--- config.mk ---
export PLATFORM = sky130hd
export DESIGN_NAME = pae_cell
export DESIGN_NICKNAME = d
export VERILOG_FILES = /design/src/rtl/core/positional_array_engine_assert.svh /design/src/rtl/core/pae_pkg.sv /design/src/rtl/core/pae_cell.sv
export SDC_FILE = /design/constraint.sdc
export NUM_CORES = 1
export LEC_CHECK = 0
export BUFFER_PORTS_ARGS = -buffer_cell sky130_fd_sc_hd__buf_2
export CAP_MARGIN = 20
export CELL_PAD_IN_SITES_DETAIL_PLACEMENT = 0
export CELL_PAD_IN_SITES_GLOBAL_PLACEMENT = 1
export CORE_MARGIN = 10
export CORE_UTILIZATION = 30
export DETAILED_ROUTE_END_ITERATION = 8
export GPL_ROUTABILITY_DRIVEN = 0
export GPL_TIMING_DRIVEN = 0
export PLACE_DENSITY = 0.87
export SLEW_MARGIN = 20
export SYNTH_ARGS = -nofsm -noshare
export SYNTH_HDL_FRONTEND = slang
export SYNTH_SLANG_ARGS = --single-unit
export TNS_END_PERCENT = 100
--- constraint.sdc ---
create_clock -name clk_i -period 2.93 [get_ports clk_i]
set_clock_uncertainty 0.1 [all_clocks]
set_input_delay 0.879 -clock clk_i [delete_from_list [all_inputs] [get_ports clk_i]]
set_output_delay 0.879 -clock clk_i [all_outputs]
set_load 0.02 [all_outputs]
--- src/rtl/core/positional_array_engine_assert.svh ---
// assertion macros shared by the positional array engine rtl
// no dependencies; taken in by files that carry concurrent checks
`ifndef POSITIONAL_ARRAY_ENGINE_ASSERT_SVH
`define POSITIONAL_ARRAY_ENGINE_ASSERT_SVH

// same-cycle implication under the async active-low reset
`define PAE_ASSERT_IMPL(lbl, clk, rstn, ante, cons, msg) \
  lbl: assert property (@(posedge clk) disable iff (!rstn) (ante) |-> (cons)) else $error(msg);

// next-cycle implication under the async active-low reset
`define PAE_ASSERT_NEXT(lbl, clk, rstn, ante, cons, msg) \
  lbl: assert property (@(posedge clk) disable iff (!rstn) (ante) |=> (cons)) else $error(msg);

`endif

--- src/rtl/core/pae_pkg.sv ---
// shared types, widths and codes for the positional array engine
// no dependencies; imported by every module of the block
`timescale 1ns / 1ps

package pae_pkg;

  localparam int DEF_CAPACITY = 64;

  localparam int CMD_W     = 3;
  localparam int POS_W     = 7;
  localparam int DATA_W    = 32;
  localparam int STATUS_W  = 2;
  localparam int FOUND_W   = 6;
  localparam int COUNT_W   = 7;

  typedef enum logic [CMD_W-1:0] {
    CMD_INSERT = 3'd0,
    CMD_DELETE = 3'd1,
    CMD_SEARCH = 3'd2,
    CMD_UPDATE = 3'd3,
    CMD_READ   = 3'd4
  } cmd_e;

  localparam logic [STATUS_W-1:0] STAT_OK       = 2'd0;
  localparam logic [STATUS_W-1:0] STAT_FULL     = 2'd1;
  localparam logic [STATUS_W-1:0] STAT_BADPOS   = 2'd2;
  localparam logic [STATUS_W-1:0] STAT_NOTFOUND = 2'd3;

  typedef enum logic [1:0] {
    ST_IDLE,
    ST_EXEC,
    ST_FIN,
    ST_OUT
  } state_e;

  // broadcast to every cell of the row
  typedef struct packed {
    logic exec;
    logic shift_up;
    logic shift_down;
    logic write;
    logic search;
    logic read;
  } cell_ctl_t;

endpackage

--- src/rtl/core/pae_cell.sv ---
// one storage cell of the array row: holds an entry, shifts with its neighbours,
// compares against the key and taps out on read; uses pae_pkg
`timescale 1ns / 1ps

module pae_cell
  import pae_pkg::*;
#(
  parameter int Idx  = 0,
  parameter int CmpW = POS_W
) (
  input  logic              clk_i,
  input  logic              rst_ni,
  input  cell_ctl_t         ctl_i,
  input  logic [CmpW-1:0]   pos_i,
  input  logic [CmpW-1:0]   count_i,
  input  logic [DATA_W-1:0] value_i,
  input  logic [DATA_W-1:0] left_i,
  input  logic [DATA_W-1:0] right_i,
  output logic [DATA_W-1:0] entry_o,
  output logic              match_o,
  output logic [DATA_W-1:0] rd_tap_o
);

  localparam logic [CmpW-1:0] MyIdx = CmpW'(Idx);

  logic [DATA_W-1:0] entry_q, entry_d;
  logic              match_q, match_d;
  logic              sel_q, sel_d;
  logic              at_pos, past_pos;

  assign at_pos   = (MyIdx == pos_i);
  assign past_pos = (MyIdx > pos_i);

  always_comb begin
    entry_d = entry_q;
    if (ctl_i.exec) begin
      priority if (ctl_i.write && at_pos) begin
        entry_d = value_i;
      end else if (ctl_i.shift_up && past_pos) begin
        entry_d = left_i;
      end else if (ctl_i.shift_down && (past_pos || at_pos)) begin
        entry_d = right_i;
      end else begin
        entry_d = entry_q;
      end
    end
  end

  always_comb begin
    match_d = match_q;
    sel_d   = sel_q;
    if (ctl_i.exec) begin
      match_d = ctl_i.search && (entry_q == value_i) && (MyIdx < count_i);
      sel_d   = ctl_i.read && at_pos;
    end
  end

  // entries are undefined until written
  always_ff @(posedge clk_i) begin
    entry_q <= entry_d;
  end

  always_ff @(posedge clk_i or negedge rst_ni) begin
    if (!rst_ni) begin
      match_q <= 1'b0;
      sel_q   <= 1'b0;
    end else begin
      match_q <= match_d;
      sel_q   <= sel_d;
    end
  end

  assign entry_o  = entry_q;
  assign match_o  = match_q;
  assign rd_tap_o = sel_q ? entry_q : '0;

endmodule

==> flow_summary.toml <==
[power_and_ir_drop]
p_int_uw = 776
p_seq_share_pct = 53.2
switching_share_pct = 22.6
power.leakage_nw = 1.57
comb_power_share_pct = 13.5
clockPowerShare_pct = 33.3
p_sw_uw = 226
p_total_mw = 1.00
vdd_drop_max_mv = 0.136
p_per_area_mw_per_mm2 = 318

[clock_tree]
cts-root-buf = "clkbuf_8"
insertion_delay_ps = 280
post_cts_buffers = 0
ctsResizeCount = 0
clk_pin_slew_worst_paths_ps = 70
cts_sinks = 34
cts_buffers = 5
htreeDepth = 2
cts_tree = "yes"
ctsHoldBuffers = 0
cts_buffer_depth = 2

[timing]
min_period_ps = 2500
setup_ws_ps = 427
fmax_mhz = 399
finalSetupViolations = 0
finalHoldViolCount = 0
rsz0062_at_grt = "no"
slew_violations = 0
final.period_utilization_pct = 85.4
max_slew_margin_pct = 64.4
worstMarginPinSlew_ps = 534

[placed_design]
place_inst = 407
port_buffers = 149
placed_area_mm2 = 0.00307
post-place-ws_ps = 370
dp.final_hpwl_um = 6030

[global_routing]
grtUsageTotal_pct = 12.6
grt_max_degree = 20
grt_pass1_wl_um = 11100
grt_overflow_total = 0
antenna_found_initial = 0
grt_pass1_vias = 2058

[yosys]
syn-instance-count = 161
syn-num-nets = 279
yosysTopAreaCell = "edfxtp_1"
synth.distinct_cells = 23
syn-cell-area_mm2 = 0.00217
ys_seq_area_share_pct = 46.6
synth.avg_cell_area_um2 = 13.5
yosys_register_bits = 34
synth_top_area_share_pct = 44.3
synth_warnings = 0
synth_area_leaders = "edfxtp_1 (44%), mux2_4 (21%), xor2_1 (11%)"

[floorplan]
row_count = 30
die_y_um = 105
core_mm2 = 0.00691
ios = 183
die-area_mm2 = 0.0110
start_util_pct = 31.4
die_x_um = 105

[finish]
final_cells = 415
fin_nets = 436
fillers = 703
syn2layout_area_growth_pct = 45.2
drive_gt1_share_pct = 60.5
final_core_util_pct = 45.6
diodes = 0
final_cell_area_mm2 = 0.00315

[route]
wirelength_um = 7370
dr.first_iter.drc_count = 50
wire_per_inst_um = 17.7
drc = 0
vias_per_cell = 4.40
antenna_left = 0
drtPass1Iterations = 4
vias = 1825

[critical_path]
critPathSlowestCell = "clkbuf_1"
ff2ff_setup_slack_ps = 1360
critPathLaunchType = "register"
critPathCaptureType = "output port"
max_stage_delay_ps = 450
crit_chain = "clkbuf_1 > and2_1 > buf_2"
path_class = "reg2out"
cp_max_fo = 10
cp.required_ps = 1950
crit_arrival_ps = 1520

[job]
drv_cap = 0

[min_path]
hp-class = "in2async"

[outcome]
status = "completed"
power by group through the flow:
stage                     logic, mW  registers (mW)  clock network, mW
after floorplan              0.0577           0.546                  0
after global placement        0.132           0.544                  0
after detailed placement      0.136           0.544                  0
after CTS                     0.137           0.533              0.346
after global routing          0.148           0.533              0.364
final                         0.136           0.533              0.334
path summary, 6_finish.rpt:
kind / endpoint / cells past startpoint / from
worst max register to register: match_o / 4 / entry_o[7]
worst max-delay path: rd_tap_o[14] / 3 / sel_q
max in group asynchronous: match_o / 1 / rst_ni
worst min register to register: match_o / 2 / match_o
worst min-delay path: sel_q / 1 / rst_ni
min in group clk_i: match_o / 2 / match_o
sequential cells by signal (all words and copies together) (netlist names):
signal and cells:
sel_q 1, entry_o 32, match_o 1
metrics by stage:
step | hold slack, ps | TNS, ps
after floorplan | 460 | 0
after global placement | 371 | -11340
after detailed placement | 375 | 0
after CTS | 249 | 0
after global routing | 252 | 0
final | 263 | 0
layout by cell type (no fill, tap or decap), drive strengths merged, types with 3 or more instances in the layout:
master	n
nor3	3
clkinv	3
buf	153
xor2	27
mux2	32
xnor2	5
and2	32
clkbuf	8
nor4	8
edfxtp	32
nand3	3
worst max-delay path, delay by kind of cell (launching register included):
family	cells	cell delay (ps)
buffers and inverters	2	620
AND/OR/NAND/NOR	1	210
flip-flops	1	420
layout make-up:
cell class              count  area (um2)  share of cell area [%]
clock buffers               5        68.8                    2.18
well taps                  96         120                    3.81
multi-input cells         120        1120                    35.5
repair buffers            150         773                    24.5
flip-flops and latches     34        1010                    32.1
plain buffers               6        45.0                    1.43
inverters                   1        3.75                   0.119
clock inverters             3        11.3                   0.357
layer usage:
layer | wire (um) | up-vias | global-route usage, %
met2 | 3810 | 83 | 23.0
met4 | 84 | 0 | 3.04
met1 | 2870 | 843 | 13.1
li1 | - | 891 | -
met3 | 603 | 8 | 5.16
met5 | 0 | - | 0
cell usage after synthesis:
master and instances:
and2_1 32, o22ai_1 1, nor4_1 7, nand2b_1 1, o21ai_0 1, inv_1 1, o31ai_1 1, nand3_2 1
dfrtp_1 2, nor3_1 3, clkbuf_1 3, a211o_1 1, nand3_1 2, nor2_1 1, mux2_4 30, nand2_1 2
xnor2_1 5, buf_6 3, xor2_1 27, edfxtp_1 32, nor4_4 1, mux2_2 2, nand4_1 2
logic make-up (layout without fill, tap and decap cells):
| group | Yosys count | after routing | share of synthesized area (%) |
|---|---|---|---|
| simple gates | 52 | 52 | 15.2 |
| flops | 34 | 34 | 46.6 |
| xor+xnor | 32 | 32 | 12.9 |
| mux | 32 | 32 | 21.8 |
| buf+inv | 7 | 165 | 2.25 |
| compound gates | 4 | 4 | 1.27 |
(Power assumes the default switching activity.)
