$ cat src/rtl/core/positional_array_engine_assert.svh
// assertion macros shared by the positional array engine rtl
// no dependencies; taken in by files that carry concurrent checks
`ifndef POSITIONAL_ARRAY_ENGINE_ASSERT_SVH
`define POSITIONAL_ARRAY_ENGINE_ASSERT_SVH

// same-cycle implication under the async active-low reset
`define PAE_ASSERT_IMPL(lbl, clk, rstn, ante, cons, msg) \
  lbl: assert property (@(posedge clk) disable iff (!rstn) (ante) |-> (cons)) else $error(msg);

// next-cycle implication under the async active-low reset
`define PAE_ASSERT_NEXT(lbl, clk, rstn, ante, cons, msg) \
  lbl: assert property (@(posedge clk) disable iff (!rstn) (ante) |=> (cons)) else $error(msg);

`endif

$ cat src/rtl/core/pae_pkg.sv
// shared types, widths and codes for the positional array engine
// no dependencies; imported by every module of the block
`timescale 1ns / 1ps

package pae_pkg;

  localparam int DEF_CAPACITY = 64;

  localparam int CMD_W     = 3;
  localparam int POS_W     = 7;
  localparam int DATA_W    = 32;
  localparam int STATUS_W  = 2;
  localparam int FOUND_W   = 6;
  localparam int COUNT_W   = 7;

  typedef enum logic [CMD_W-1:0] {
    CMD_INSERT = 3'd0,
    CMD_DELETE = 3'd1,
    CMD_SEARCH = 3'd2,
    CMD_UPDATE = 3'd3,
    CMD_READ   = 3'd4
  } cmd_e;

  localparam logic [STATUS_W-1:0] STAT_OK       = 2'd0;
  localparam logic [STATUS_W-1:0] STAT_FULL     = 2'd1;
  localparam logic [STATUS_W-1:0] STAT_BADPOS   = 2'd2;
  localparam logic [STATUS_W-1:0] STAT_NOTFOUND = 2'd3;

  typedef enum logic [1:0] {
    ST_IDLE,
    ST_EXEC,
    ST_FIN,
    ST_OUT
  } state_e;

  // broadcast to every cell of the row
  typedef struct packed {
    logic exec;
    logic shift_up;
    logic shift_down;
    logic write;
    logic search;
    logic read;
  } cell_ctl_t;

endpackage

$ cat src/rtl/core/pae_ctrl.sv
// command sequencer: bounds checks, live count, cell control, result register
// uses pae_pkg and the assertion macros header
`timescale 1ns / 1ps

`include "positional_array_engine_assert.svh"

module pae_ctrl
  import pae_pkg::*;
#(
  parameter int Capacity = DEF_CAPACITY,
  parameter int CmpW     = POS_W
) (
  input  logic                clk_i,
  input  logic                rst_ni,
  input  logic                in_valid_i,
  output logic                in_stall_o,
  input  logic [CMD_W-1:0]    in_cmd_i,
  input  logic [POS_W-1:0]    in_position_i,
  input  logic [DATA_W-1:0]   in_value_i,
  output logic                out_valid_o,
  input  logic                out_stall_i,
  output logic [STATUS_W-1:0] out_status_o,
  output logic [FOUND_W-1:0]  out_found_index_o,
  output logic [DATA_W-1:0]   out_read_value_o,
  output logic [COUNT_W-1:0]  out_entry_count_o,
  output cell_ctl_t           ctl_o,
  output logic [CmpW-1:0]     pos_o,
  output logic [CmpW-1:0]     count_o,
  output logic [DATA_W-1:0]   value_o,
  input  logic [Capacity-1:0] match_i,
  input  logic [DATA_W-1:0]   rd_word_i
);

  localparam int CntW = $clog2(Capacity + 1);
  localparam int IdxW = (Capacity > 2) ? $clog2(Capacity) : 1;

  state_e state_q, state_d;
  logic   in_xfer, out_xfer, exec;

  logic [CntW-1:0]     count_q, count_d;
  logic [CMD_W-1:0]    cmd_q;
  logic [CmpW-1:0]     pos_q;
  logic [DATA_W-1:0]   val_q;
  logic [STATUS_W-1:0] chk_q, chk_d;
  logic                go_q, go_d;

  logic [STATUS_W-1:0] status_q;
  logic [FOUND_W-1:0]  found_q;
  logic [DATA_W-1:0]   rdval_q;
  logic [COUNT_W-1:0]  cnt_out_q;

  logic [CmpW-1:0]     in_pos_ext, cnt_ext;
  logic                full;
  logic [Capacity-1:0] lowest;
  logic [IdxW-1:0]     hit_idx;
  logic                hit;

  assign in_xfer  = in_valid_i && !in_stall_o;
  assign out_xfer = out_valid_o && !out_stall_i;

  // next state
  always_comb begin
    state_d = state_q;
    unique case (state_q)
      ST_IDLE: if (in_xfer) state_d = ST_EXEC;
      ST_EXEC: state_d = ST_FIN;
      ST_FIN:  state_d = ST_OUT;
      ST_OUT:  if (out_xfer) state_d = ST_IDLE;
      default: state_d = ST_IDLE;
    endcase
  end

  // outputs of the sequencer
  always_comb begin
    in_stall_o  = 1'b1;
    out_valid_o = 1'b0;
    exec        = 1'b0;
    unique case (state_q)
      ST_IDLE: in_stall_o  = 1'b0;
      ST_EXEC: exec        = 1'b1;
      ST_FIN:  ;
      ST_OUT:  out_valid_o = 1'b1;
      default: ;
    endcase
  end

  // bounds checks at accept time
  assign in_pos_ext = CmpW'(in_position_i);
  assign cnt_ext    = CmpW'(count_q);
  assign full       = (count_q == CntW'(Capacity));

  always_comb begin
    chk_d = STAT_OK;
    go_d  = 1'b0;
    unique case (in_cmd_i)
      CMD_INSERT: begin
        priority if (full) chk_d = STAT_FULL;
        else if (in_pos_ext > cnt_ext) chk_d = STAT_BADPOS;
        else go_d = 1'b1;
      end
      CMD_DELETE, CMD_UPDATE, CMD_READ: begin
        if (in_pos_ext >= cnt_ext) chk_d = STAT_BADPOS;
        else go_d = 1'b1;
      end
      CMD_SEARCH: go_d = 1'b1;
      default:    go_d = 1'b0;
    endcase
  end

  always_comb begin
    ctl_o            = '0;
    ctl_o.exec       = exec;
    ctl_o.shift_up   = go_q && (cmd_q == CMD_INSERT);
    ctl_o.shift_down = go_q && (cmd_q == CMD_DELETE);
    ctl_o.write      = go_q && ((cmd_q == CMD_INSERT) || (cmd_q == CMD_UPDATE));
    ctl_o.search     = go_q && (cmd_q == CMD_SEARCH);
    ctl_o.read       = go_q && (cmd_q == CMD_READ);
  end

  assign pos_o   = pos_q;
  assign count_o = cnt_ext;
  assign value_o = val_q;

  always_comb begin
    count_d = count_q;
    if (exec && go_q && (cmd_q == CMD_INSERT)) begin
      count_d = count_q + CntW'(1);
    end else if (exec && go_q && (cmd_q == CMD_DELETE)) begin
      count_d = count_q - CntW'(1);
    end
  end

  // lowest matching cell: isolate the least significant set bit
  assign lowest = match_i & (~match_i + Capacity'(1));
  assign hit    = |match_i;

  always_comb begin
    hit_idx = '0;
    for (int i = 0; i < Capacity; i++) begin
      if (lowest[i]) hit_idx = hit_idx | IdxW'(i);
    end
  end

  always_ff @(posedge clk_i or negedge rst_ni) begin
    if (!rst_ni) begin
      state_q <= ST_IDLE;
      count_q <= '0;
      go_q    <= 1'b0;
      cmd_q   <= '0;
    end else begin
      state_q <= state_d;
      count_q <= count_d;
      if (in_xfer) begin
        go_q  <= go_d;
        cmd_q <= in_cmd_i;
      end
    end
  end

  // command payload and result registers
  always_ff @(posedge clk_i) begin
    if (in_xfer) begin
      pos_q <= in_pos_ext;
      val_q <= in_value_i;
      chk_q <= chk_d;
    end
    if (state_q == ST_FIN) begin
      if (go_q && (cmd_q == CMD_SEARCH) && !hit) begin
        status_q <= STAT_NOTFOUND;
      end else begin
        status_q <= chk_q;
      end
      found_q   <= (ctl_o.search && hit) ? FOUND_W'(hit_idx) : '0;
      rdval_q   <= ctl_o.read ? rd_word_i : '0;
      cnt_out_q <= COUNT_W'(count_q);
    end
  end

  assign out_status_o      = status_q;
  assign out_found_index_o = found_q;
  assign out_read_value_o  = rdval_q;
  assign out_entry_count_o = cnt_out_q;

  `PAE_ASSERT_IMPL(a_count_bound, clk_i, rst_ni, 1'b1, count_q <= CntW'(Capacity), "live count above capacity")
  `PAE_ASSERT_NEXT(a_latency, clk_i, rst_ni, in_xfer, ##2 out_valid_o, "result not ready three cycles after accept")
  `PAE_ASSERT_NEXT(a_count_hold, clk_i, rst_ni, state_q != ST_EXEC, $stable(count_q), "live count moved outside execute")
  `PAE_ASSERT_IMPL(a_notfound_src, clk_i, rst_ni, out_valid_o && (out_status_o == STAT_NOTFOUND), cmd_q == CMD_SEARCH, "not-found status on a non-search command")

endmodule

$ cat config.mk
export PLATFORM = sky130hd
export DESIGN_NAME = pae_ctrl
export DESIGN_NICKNAME = d
export VERILOG_FILES = /design/src/rtl/core/pae_pkg.sv /design/src/rtl/core/pae_ctrl.sv
export VERILOG_INCLUDE_DIRS = /design/src /design/src/rtl/core
export SDC_FILE = /design/constraint.sdc
export NUM_CORES = 1
export LEC_CHECK = 0
export BUFFER_PORTS_ARGS = -buffer_cell sky130_fd_sc_hd__buf_2
export CAP_MARGIN = 10
export CORE_UTILIZATION = 35
export DETAILED_ROUTE_END_ITERATION = 12
export MAX_ROUTING_LAYER = met4
export SLEW_MARGIN = 20
export SYNTH_ARGS = -nofsm -noshare
export SYNTH_HDL_FRONTEND = slang
export SYNTH_SLANG_ARGS = --single-unit
$ cat constraint.sdc
create_clock -name clk_i -period 2.7 [get_ports clk_i]
set_input_delay 0.27 -clock clk_i [delete_from_list [all_inputs] [get_ports clk_i]]
set_output_delay 0.27 -clock clk_i [all_outputs]
set_load 0.02 [all_outputs]
==> results.md <==
- Core footprint: 14750 um^2
- Vias in the first global route: 4774
- Worst hold path type: in2reg
- Ys Warns: 0
- GR Overflow Total: 0
- Post-synthesis net count: 633
- Area leader, netlist: edfxtp_1
- Post-Route WL: 17.01 mm
- Clk buf depth: 2
- Largest net degree at the start of global routing: 44
- Drt via density: 5.333
- Dpl ws: 78.50 ps
- Slew @ Worst Pin: 708.1 ps
- Syn avg cell area: 11.36 um^2
- Clk sinks: 101
- PortBufs: 242
- Hold path startpoint: in_value_i[19]
- H-tree Lvls: 3
- Worst skew pair latency: 360 ps
- Post-synth ARST share: 12.87%
- Unrepaired setup endpoints after global routing: false
- Req. time, crit path: 2980 ps
- Starting Density: 36.42%
- Critical Path Fanout Max: 7
- Final GP Congestion: 0.9318
- Layout Nets: 904
- Worst path arrival time: 2780 ps
- Antenna diodes: 0
- Fillers: 1373
- Minimum clock period: 2499 ps
- Predominant post-synthesis flop cell: edfxtp_1
- Max Cap Viol: 0
- Layout area overhead: 36.37%
- Critical path class: reg2reg
- Leakage: 3.131 nW
- Post-synth top area share: 49.17%
- Via count: 4976
- Fin. Hold Viols: 0
- Flop-to-flop setup slack: 200 ps
- Share of cells above drive strength 1: 40.99%
- WHS Endpoint: value_o[19]
- Syn Inst Count: 473
- Worst setup EP type: flop
- DP Area: 7007 um^2
- GR Util All Layers: 22.40%
- FF+latch area: 2968 um^2
- Rows: 44
- Post-Layout Inst Area: 7328 um^2
- IO Count: 243
- DR pass1 iterations: 5
- Max VDD drop: 0.0006314 V
- FF-to-FF End: count_o[6]
- Clock-pin slew on the worst setup and hold paths: 70 ps
- Post-route insts no fill: 933
- Slew Limit Headroom: 52.69%
- DR DRC count: 0
- First-pass GRT wire length: 26.37 mm
- Setup Viol. Count Final: 0
- Multi-input logic area: 2288 um^2
- Setup tns final: 0 ps
- EDFF count, synth: 88
- CP Launch Type: flop
- Final Cycle Share: 92.54%
- Status: finished, final reports clean
- Largest cells by area after synthesis: edfxtp_1 (49%), dfrtp_1 (6.1%), and2_1 (4.4%), ha_1 (4.0%), nor2_1 (2.7%)
- Worst-case reg-to-reg path depth: 9
- Routed len/inst: 18.23 um
- Cell variety after synth: 65
- Final Max Tran Viols: 0
- Power Dens Cells: 850.2 nW/um^2
- Setup Buffers After CTS: 0
- DRT iter0 DRCs: 423
- Area of the die: 15850 um^2
- Sequential fraction of the synthesis area: 55.23%
- Die Wd: 125.9 um
- Cell count after placement: 916
- Antenna violations before repair: 0
- Clock Tree Root: clkbuf_16
- TritonCTS clock tree: yes
- Critical R2R Launch: cmd_q[1]
- Antenna viol nets, final: 0
- TritonCTS buffer count: 9
- Mapped Area: 5374 um^2
- Die Y: 125.9 um
- HPWL after detailed placement: 13.98 mm
- Final Skew: 5.696 ps
- Final setup margin: 201.5 ps
- Hold path depth: 1
- FF+latch count, synth: 101
- Top achievable clock speed: 400.2 MHz
- Final Power: 0.006231 W
logic make-up after synthesis:
kind of cell | after synthesis | share of synthesized area [%]
simple gates | 206 | 22.65
mux | 6 | 1.187
buf+inv | 39 | 2.840
fa+ha+maj | 18 | 4.331
compound gates | 96 | 12.62
flops | 101 | 55.23
xor+xnor | 7 | 1.141
sequential cells by signal, indices dropped and copies added (netlist names):
register and flops:
cmd_q 3, pos_o 7, count_o 7, out_status_o 2, out_read_value_o 32, out_found_index_o 6, out_entry_count_o 7, state_q 2
go_q 1, value_o 32, chk_q 2
area by class of cell:
class / count / share of cell area [%]
multi-input cells: 333 / 31.23
inverters: 29 / 1.485
well taps: 184 / 3.142
flip-flops and latches: 101 / 40.50
repair buffers: 270 / 19.43
clock inverters: 6 / 1.093
clock buffers: 10 / 3.124
cell usage in the layout (no fill, tap or decap), types with 14 or more instances in the layout:
cell type and instances:
o21ai_0 18, nor2_1 38, edfxtp_1 88, buf_2 242
a21oi_1 17, inv_1 29, buf_4 27, ha_1 16
nor3_1 17, and2_1 38, nand2_1 24, nor4_1 14
worst max path at each step:
stage | cells after the start | from | endpoint
2_1_floorplan | 9 | cmd_q[1] | count_o[6]
3_3_place_gp | 8 | match_i[29] | out_found_index_o[5]
3_5_place_dp | 8 | match_i[29] | out_found_index_o[0]
4_1_cts | 9 | cmd_q[1] | count_o[6]
5_1_grt | 10 | state_q[1] | count_o[6]
6_report | 9 | cmd_q[1] | count_o[6]
critical path, stage by stage (launching register included):
cell,delay (ps)
dfrtp_1,410
nor4b_4,310
nand2_2,160
fa_1,420
a21o_1,180
a21oi_1,250
o21bai_1,100
a21oi_1,210
mux2i_1,250
xnor2_1,130
layer usage:
| layer | global-route usage (%) | part of all wire (%) | wire length, um | vias up |
|---|---|---|---|---|
| met1 | 28.67 | 43 | 7349 | 2364 |
| met2 | 35.78 | 48 | 8183 | 224 |
| met4 | 6.449 | 1.8 | 301 | 0 |
| met5 | - | 0 | 0 | - |
| met3 | 4.758 | 6.9 | 1172 | 22 |
| li1 | - | - | - | 2366 |
synthesized netlist by cell type (3+ instances only):
cell        n
o21ai_0    18
edfxtp_1   88
o22ai_1     5
and4_1      3
o21bai_1    4
xnor2_1     3
inv_1      29
o32a_1      5
dfrtp_1    13
nor4b_1     8
clkbuf_1    7
nand2_1    25
a31oi_1    12
nand3_1    13
nor4_1     14
and2_1     38
nand4_1     9
a21oi_1    17
nand2b_1    7
mux2_2      3
mux2i_1     3
nor3_1     17
a21o_1      5
ha_1       17
nor2b_1     8
and3_1      3
or4_1       4
a2111oi_0   3
nor2_1     38
xor2_1      4
a221oi_1    3
metrics by stage:
stage	utilization, %	hold slack [ps]
after floorplan	-	-25.59
after global placement	47.49	177.5
after detailed placement	47.49	182.8
after CTS	49.65	67.97
after global routing	49.67	64.18
final	49.67	84.19
power breakdown:
group | switching [W] | leakage, nW | total (W) | internal (W)
logic | 0.00155 | 1.99 | 0.00240 | 0.000852
clock network | 0.000595 | 0.146 | 0.00133 | 0.000735
registers | 0.000202 | 0.994 | 0.00250 | 0.00230
total | 0.00234 | 3.13 | 0.00623 | 0.00389
what timing repair did:
action                     CTS  global route
hold endpoints to repair    13             0
setup endpoints to repair    0             1
hold buffers                 1             0
resized for setup            0             1
Note: power is estimated with default switching activity, not from simulation.
